## config.mk

```make
export PLATFORM = sky130hd
export DESIGN_NAME = hcbp_pack
export DESIGN_NICKNAME = d
export VERILOG_FILES = /design/src/hw/rtl/hcbp_pkg.sv /design/src/hw/rtl/hcbp_pack.sv
export SDC_FILE = /design/constraint.sdc
export NUM_CORES = 1
export LEC_CHECK = 0
export ABC_AREA = 1
export BUFFER_PORTS_ARGS = -buffer_cell sky130_fd_sc_hd__buf_4
export CORE_ASPECT_RATIO = 1.2
export CORE_MARGIN = 4
export CORE_UTILIZATION = 55
export CTS_CLUSTER_DIAMETER = 120
export DETAILED_ROUTE_END_ITERATION = 12
export HOLD_SLACK_MARGIN = 0.15
export PLACE_DENSITY = 0.88
export SETUP_SLACK_MARGIN = 0.5
export SLEW_MARGIN = 30
export SYNTH_ARGS = -nofsm -noshare
export SYNTH_HDL_FRONTEND = slang
export SYNTH_SLANG_ARGS = --single-unit
```

## constraint.sdc

```tcl
create_clock -name clk_i -period 2.9 [get_ports clk_i]
set_input_delay 0.29 -clock clk_i [delete_from_list [all_inputs] [get_ports clk_i]]
set_output_delay 0.29 -clock clk_i [all_outputs]
set_load 0.01 [all_outputs]
```

## src/hw/rtl/hcbp_pkg.sv

```systemverilog
// Shared types, constants and helpers for the Huffman code bit packer.
package hcbp_pkg;

  localparam int MaxCodeLen  = 16;
  localparam int SymbolCount = 256;

  localparam int AddrW    = $clog2(SymbolCount);
  localparam int LenW     = $clog2(MaxCodeLen + 1);
  localparam int PendW    = 7;
  localparam int PcntW    = 3;
  localparam int AccW     = PendW + MaxCodeLen;
  localparam int SumW     = $clog2(AccW + 1);
  localparam int MaxBytes = AccW / 8;
  localparam int EcntW    = $clog2(MaxBytes + 1);

  typedef enum logic [1:0] {
    CmdLoad   = 2'd0,
    CmdEncode = 2'd1,
    CmdFlush  = 2'd2,
    CmdNone   = 2'd3
  } cmd_e;

  typedef struct packed {
    logic [1:0]  cmd;
    logic [7:0]  symbol;
    logic [15:0] code_value;
    logic [4:0]  code_len;
  } hcbp_in_t;

  typedef struct packed {
    logic [7:0] out_byte;
    logic       last_of_run;
  } hcbp_out_t;

  typedef struct packed {
    logic                  we;
    logic                  re;
    logic [AddrW-1:0]      addr;
    logic [LenW-1:0]       len;
    logic [MaxCodeLen-1:0] pat;
  } tbl_req_t;

  typedef struct packed {
    logic [LenW-1:0]       len;
    logic [MaxCodeLen-1:0] pat;
  } tbl_rsp_t;

  typedef struct packed {
    logic valid;
    logic flush;
  } s1_cmd_t;

  function automatic logic [MaxCodeLen-1:0] mask_pattern(logic [15:0] val,
                                                         logic [LenW-1:0] len);
    logic [MaxCodeLen-1:0] r;
    logic [31:0]           v;
    r = '0;
    v = 32'(val);
    for (int i = 0; i < MaxCodeLen; i++) begin
      if (i < int'(len)) begin
        r[i] = v[i];
      end
    end
    return r;
  endfunction

endpackage

```

## src/hw/rtl/hcbp_pack.sv

```systemverilog
// Packing stage: merges code bits with pending bits and drains bytes one per cycle while the output is not stalled.
module hcbp_pack (
  input  logic                clk_i,
  input  logic                rst_ni,
  input  hcbp_pkg::s1_cmd_t   s1_cmd_i,
  input  hcbp_pkg::tbl_rsp_t  rsp_i,
  output logic                busy_o,
  output logic                out_valid_o,
  input  logic                out_stall_i,
  output hcbp_pkg::hcbp_out_t out_data_o
);

  logic                              s1_valid_q, s1_flush_q;
  logic [hcbp_pkg::PendW-1:0]        pend_q, pend_d;
  logic [hcbp_pkg::PcntW-1:0]        pcnt_q, pcnt_d;
  logic [hcbp_pkg::MaxBytes-1:0][7:0] ebuf_q, ebuf_d, grp;
  logic [hcbp_pkg::EcntW-1:0]        ecnt_q, ecnt_d, ngrp;
  logic [hcbp_pkg::AccW-1:0]         acc;
  logic [hcbp_pkg::SumW-1:0]         cnt, sh;
  logic                              out_fire, adv;

  assign out_valid_o = (ecnt_q != '0);
  assign out_fire    = out_valid_o && !out_stall_i;
  assign adv         = s1_valid_q && ((ecnt_q == '0) ||
                       ((ecnt_q == hcbp_pkg::EcntW'(1)) && out_fire));
  assign busy_o      = s1_valid_q && !adv;

  assign out_data_o.out_byte    = ebuf_q[0];
  assign out_data_o.last_of_run = (ecnt_q == hcbp_pkg::EcntW'(1));

  always_comb begin
    acc    = (hcbp_pkg::AccW'(pend_q) << rsp_i.len) | hcbp_pkg::AccW'(rsp_i.pat);
    cnt    = hcbp_pkg::SumW'(pcnt_q) + hcbp_pkg::SumW'(rsp_i.len);
    grp    = '0;
    ngrp   = '0;
    pend_d = pend_q;
    pcnt_d = pcnt_q;
    sh     = '0;
    if (s1_flush_q) begin
      if (pcnt_q != '0) begin
        grp[0] = 8'({1'b0, pend_q} << (4'd8 - {1'b0, pcnt_q}));
        ngrp   = hcbp_pkg::EcntW'(1);
        pend_d = '0;
        pcnt_d = '0;
      end
    end else if (rsp_i.len != '0) begin
      for (int k = 0; k < hcbp_pkg::MaxBytes; k++) begin
        sh     = cnt - hcbp_pkg::SumW'(8 * (k + 1));
        grp[k] = 8'(acc >> sh);
      end
      ngrp   = hcbp_pkg::EcntW'(cnt >> 3);
      pcnt_d = cnt[hcbp_pkg::PcntW-1:0];
      pend_d = hcbp_pkg::PendW'(acc) & ~({hcbp_pkg::PendW{1'b1}} << pcnt_d);
    end
  end

  always_comb begin
    ebuf_d = ebuf_q;
    ecnt_d = ecnt_q;
    if (adv && ngrp != '0) begin
      ebuf_d = grp;
      ecnt_d = ngrp;
    end else if (out_fire) begin
      for (int k = 0; k < hcbp_pkg::MaxBytes; k++) begin
        if (k + 1 < hcbp_pkg::MaxBytes) begin
          ebuf_d[k] = ebuf_q[k+1];
        end else begin
          ebuf_d[k] = '0;
        end
      end
      ecnt_d = ecnt_q - hcbp_pkg::EcntW'(1);
    end
  end

  always_ff @(posedge clk_i) begin
    ebuf_q <= ebuf_d;
  end

  always_ff @(posedge clk_i or negedge rst_ni) begin
    if (!rst_ni) begin
      s1_valid_q <= 1'b0;
      s1_flush_q <= 1'b0;
      pend_q     <= '0;
      pcnt_q     <= '0;
      ecnt_q     <= '0;
    end else begin
      if (s1_cmd_i.valid) begin
        s1_valid_q <= 1'b1;
        s1_flush_q <= s1_cmd_i.flush;
      end else if (adv) begin
        s1_valid_q <= 1'b0;
      end
      if (adv) begin
        pend_q <= pend_d;
        pcnt_q <= pcnt_d;
      end
      ecnt_q <= ecnt_d;
    end
  end

endmodule

```

# Word-level counts from Yosys, hierarchy flattened
# Cells that the tools add are included.
# op_classes
add_sub_neg,5
eq_ne,2
shift,5
n_mux,19
bitwise,3
n_reduce_logical,17
# ops
operator,count
16-bit 2-to-1 mux,3
23-bit by 5-bit >> shifter with 8-bit output,2
8-bit 2-to-1 mux,3
23-bit by 16-bit bitwise OR with 23-bit output,1
7-bit by 5-bit left shift with 23-bit output,1
7-bit 2-to-1 mux,3
2-bit nonzero test,5
3-bit 2-to-1 mux,3
2-bit 2-to-1 mux,4
7-bit by 4-bit left shift with 8-bit output,1
7-bit AND,1
7-bit NOT,1
7-bit by 3-bit left shift with 7-bit output (first input constant),1
3-bit by 5-bit adder with 5-bit output,1
1-bit logical AND,5
5-bit nonzero test,1
5-bit by 4-bit subtractor with 5-bit output (second input constant),1
5-bit subtractor (second input constant),1
4-bit by 3-bit subtractor with 4-bit output (first input constant),1
1-bit 2-to-1 mux,3
3-bit AND reduction,1
3-bit nonzero test,1
2-bit by 1-bit == test with 1-bit output (second input constant),1
1-bit logical NOT,2
other kinds (4),4
# totals
reg_bits,30
input_bits,26
output_inout_bits,11
elab_cells,58

# Depth between registers and ports, before layout
# logic_depth
word_depth,7
ltp_mapped,16
mapped_depth_nobuf,15

# Worst setup path before layout
# No wires, ideal clock.
# synth_path
kind,register to register
from,register pcnt_q[0] in the netlist's numbering
to,register ebuf_q[11] in the netlist's numbering (data pin)
setup_time_ps,254
arrival_time_ps,2130
required_ps,2646
setup_slack_ps,516
stages_incl_launch_ff,11
path_buffers,2
synth_period_minus_slack_ps,2384
path_cell_list,dfrtp_1 -> ha_1 -> fa_1 -> clkbuf_1 -> inv_2 -> buf_1 -> nand3_1 -> nand2_1 -> o21ai_0 -> nor2_1 -> o21a_1
# synth_between
elab_chain_len,6
word_cells_on_any_way,12
cone_classes,2 x add/sub; 1 x shift; 6 x mux; 3 x reduce/logical
# synth_rtl
element,line,rtl
"start, declared",hcbp_pack.sv:15,"logic [hcbp_pkg::PcntW-1:0] pcnt_q, pcnt_d;"
"start signal, assigned",hcbp_pack.sv:95,pcnt_q <= pcnt_d;
3-bit by 5-bit adder with 5-bit output or 3-bit nonzero test (tied branches),"hcbp_pack.sv:33, hcbp_pack.sv:40",
"5-bit subtractor, or another cell as far along",hcbp_pack.sv:48,sh = cnt - hcbp_pkg::SumW'(8 * (k + 1));
23-bit by 5-bit >> shifter with 8-bit output or 2-bit 2-to-1 mux (tied branches),"hcbp_pack.sv:49, hcbp_pack.sv:39",
16-bit 2-to-1 mux or 2-bit nonzero test (tied branches),"hcbp_pack.sv:46, hcbp_pack.sv:60",
8-bit 2-to-1 mux or 1-bit logical AND (tied branches),"hcbp_pack.sv:39, hcbp_pack.sv:60",
16-bit 2-to-1 mux *,hcbp_pack.sv:60,if (adv && ngrp != '0) begin
"end signal, assigned",hcbp_pack.sv:76,ebuf_q <= ebuf_d;
"end, declared",hcbp_pack.sv:16,"logic [hcbp_pkg::MaxBytes-1:0][7:0] ebuf_q, ebuf_d, grp;"
# Every way passes the cells marked *; elsewhere a longest branch is shown, timed or not.
# A chain may end at the register's enable or synchronous reset.

==> results_dict.tcl <==
set metrics [dict create \
    dp.cells 652 \
    syn_inst 550 \
    layout-area-overhead-vs-synth_pct 23.8 \
    numCtsBuffers 5 \
    worstSetupPathType "flip-flop to flip-flop" \
    maxCapViolCount 0 \
    finalSetupViolCount 0 \
    vias 4237 \
    status "completed" \
    htreeDepth 2 \
    fin_skew_ns 0.00437 \
    hold_viol 0 \
    place_area_sq_um 3700 \
    yosys_warnings 0 \
    hold_class "primary input to flip-flop" \
    power_leakage_uw 0.00195 \
    synth.top_cell.area_share_pct 21.0 \
    grt_pass1_wl_microns 17500 \
    fin_crit_ns 2.48 \
    tns_ns 0 \
    ys_ff_latch 30 \
    fmax_mhz 403 \
    max_slew_margin_pct 68.7 \
    seq_area_frac_synth_pct 24.6 \
    grt_max_degree 28 \
    syn_nets 584 \
    viasPerCell 6.23 \
    cp_max_fo 8 \
    wire_per_inst_microns 17.5 \
    yosys.area.top_type "nand3_1" \
    ys_top_cells_by_area "nand3_1 (21%), nand2_1 (15%), edfxtp_1 (14%)" \
    antenna_found_initial 0 \
    ios 37 \
    fin_area_sq_um 4190 \
    ys_async_sr_fraction_pct 46.7 \
    cts_sinks 30 \
    io_buffers 36 \
    r2r_slack_ns 0.42 \
    dieArea_sq_um 7470 \
    synth_cell_types 39 \
    min_period_over_period_pct 85.5 \
    drc 0 \
    clk_latency_ns 0.29 \
    dp_hpwl_microns 8270 \
    drt-total-wl_microns 11900 \
    cp.required_ns 2.93 \
    syn_avg_cell_area_sq_um 6.14 \
    dr.pass1.iters 8 \
    gp_congestion 0.983 \
    grt_pass1_vias 3654 \
    utilization_pct 69.6 \
    worst_slew_pin_slew_ns 0.470 \
    overflow 0 \
    cts_root_buf "clkbuf_8" \
    fillers 497 \
    layoutNonFillerInstCount 680 \
    slew_viol_final 0 \
    synth_ff_type "edfxtp_1" \
    end_kind "flip-flop" \
    synth_commonest_cells "nand3_1 (142), nand2_1 (136), inv_1 (48), nor2_1 (35)" \
    core-area_sq_um 6010 \
    nNetsFinal 631 \
    clk_path_buf_depth 2 \
    synth_edf_count 16 \
    die_width_microns 79.6 \
    clk_pin_slew_worst_paths_ns 0.07 \
    rsz0062_at_grt "true" \
    startpoint_type "flip-flop" \
    grt_util_all_layers_pct 29.9 \
    vdd_drop_max_mv 0.550 \
    cp_data_arrival_time_ns 2.51 \
    syn_area_sq_um 3380 \
    core.rowCount 31 \
    drt_iter0_drc 445 \
    drive_above_1_share_pct 21.7 \
    yosysMostFrequentCell "nand3_1" \
    antennaDiodeCount 0 \
    cts_tree "built" \
    ant_nets 0 \
    power_density_nw_per_um2 1230 \
    start_util_pct 56.2 \
    die_h_microns 93.9 \
]
[where the power goes]
group / switching [uW] / internal [uW]
clock: 169 / 253
sequential: 123 / 711
combinational: 2420 / 1450
[placed cells by master (no fill, tap or decap), types with 7 or more instances in the layout]
master      n
o21ai_0    18
edfxtp_1   16
dfrtp_1    13
nor2_1     24
a21oi_1    23
nor2_2      9
nand2_2     7
buf_4      59
nand2_1   130
nor3_1      9
nand4_1    17
nand3_1   136
inv_1      47
[layer usage]
| metal | global-route usage, % | vias up | routed length, microns |
|---|---|---|---|
| met2 | 51.5 | 279 | 5970 |
| met5 | 0 | - | 0 |
| met1 | 37.7 | 1921 | 4430 |
| met4 | 13.2 | 0 | 647 |
| met3 | 2.59 | 64 | 839 |
| li1 | - | 1973 | - |
[cell families after synthesis]
| kind of cell | after synthesis | synth area share, % |
|---|---|---|
| adder cells (fa/ha/maj) | 8 | 3.18 |
| AND/OR/NAND/NOR | 346 | 45.8 |
| buffers and inverters | 87 | 11.2 |
| flip-flops | 30 | 24.6 |
| XOR/XNOR | 3 | 1.00 |
| AO/OA/AOI/OAI | 76 | 14.3 |
[repair_timing]
item / in CTS / in global routing
buffers inserted: 5 / 11
hold endpoints to repair: 14 / 0
hold buffers: 1 / 0
cloned: 0 / 3
endpoints found under the setup margin: 37 / 34
resized for setup: 11 / 53
pin swaps: 1 / 19
[worst max-delay path: stages, from the launching register on]
cell and delay [ns]:
dfrtp_1 0.43, ha_1 0.31, nand3_1 0.13, nand3_2 0.15, xor2_4 0.31, a21oi_2 0.12, a21oi_4 0.32, inv_4 0.10
clkbuf_16 0.17, nor2_2 0.10, a21oi_1 0.06
[stage by stage]
| step | setup slack (ns) | hold slack, ns | power, uW |
|---|---|---|---|
| floorplan | 0.516 | -0.00559 | 3120 |
| global placement | 0.246 | 0.148 | 3880 |
| detailed placement | 0.176 | 0.154 | 3910 |
| CTS | 0.507 | 0.207 | 4450 |
| global route | 0.343 | 0.218 | 5510 |
| finish | 0.419 | 0.202 | 5130 |
[sequential cells by signal, indices dropped and copies added (netlist names)]
name / count
s1_valid_q: 1
ebuf_q: 8
s1_flush_q: 1
out_data_o: 8
pcnt_q: 3
pend_q: 7
ecnt_q: 2
[final cells by class]
| cell class | count | area (sq um) | share of cell area (%) |
|---|---|---|---|
| inverter | 57 | 229 | 5.47 |
| tap | 82 | 103 | 2.45 |
| multi-input combinational | 433 | 2340 | 56.0 |
| clock buffer | 5 | 68.8 | 1.64 |
| clock inverter | 3 | 40.0 | 0.957 |
| timing repair buffer | 70 | 571 | 13.6 |
| sequential | 30 | 832 | 19.9 |
[final timing paths]
check | from | to | cells after the start
setup / recovery | pcnt_q[1]$_DFFE_PN0P_ | out_data_o[4]$_DFFE_PP_ | 10
hold / removal | s1_cmd_i[1] | s1_flush_q$_DFFE_PN0P_ | 2
setup reg to reg | pcnt_q[1]$_DFFE_PN0P_ | out_data_o[4]$_DFFE_PP_ | 10
hold reg to reg | ebuf_q[15]$_SDFFCE_PP0P_ | out_data_o[8]$_DFFE_PP_ | 2
max in group asynchronous | rst_ni | pcnt_q[0]$_DFFE_PN0P_ | 2
min in group asynchronous | rst_ni | pend_q[2]$_DFFE_PN0P_ | 2
Note: power is estimated with default switching activity, not from simulation.
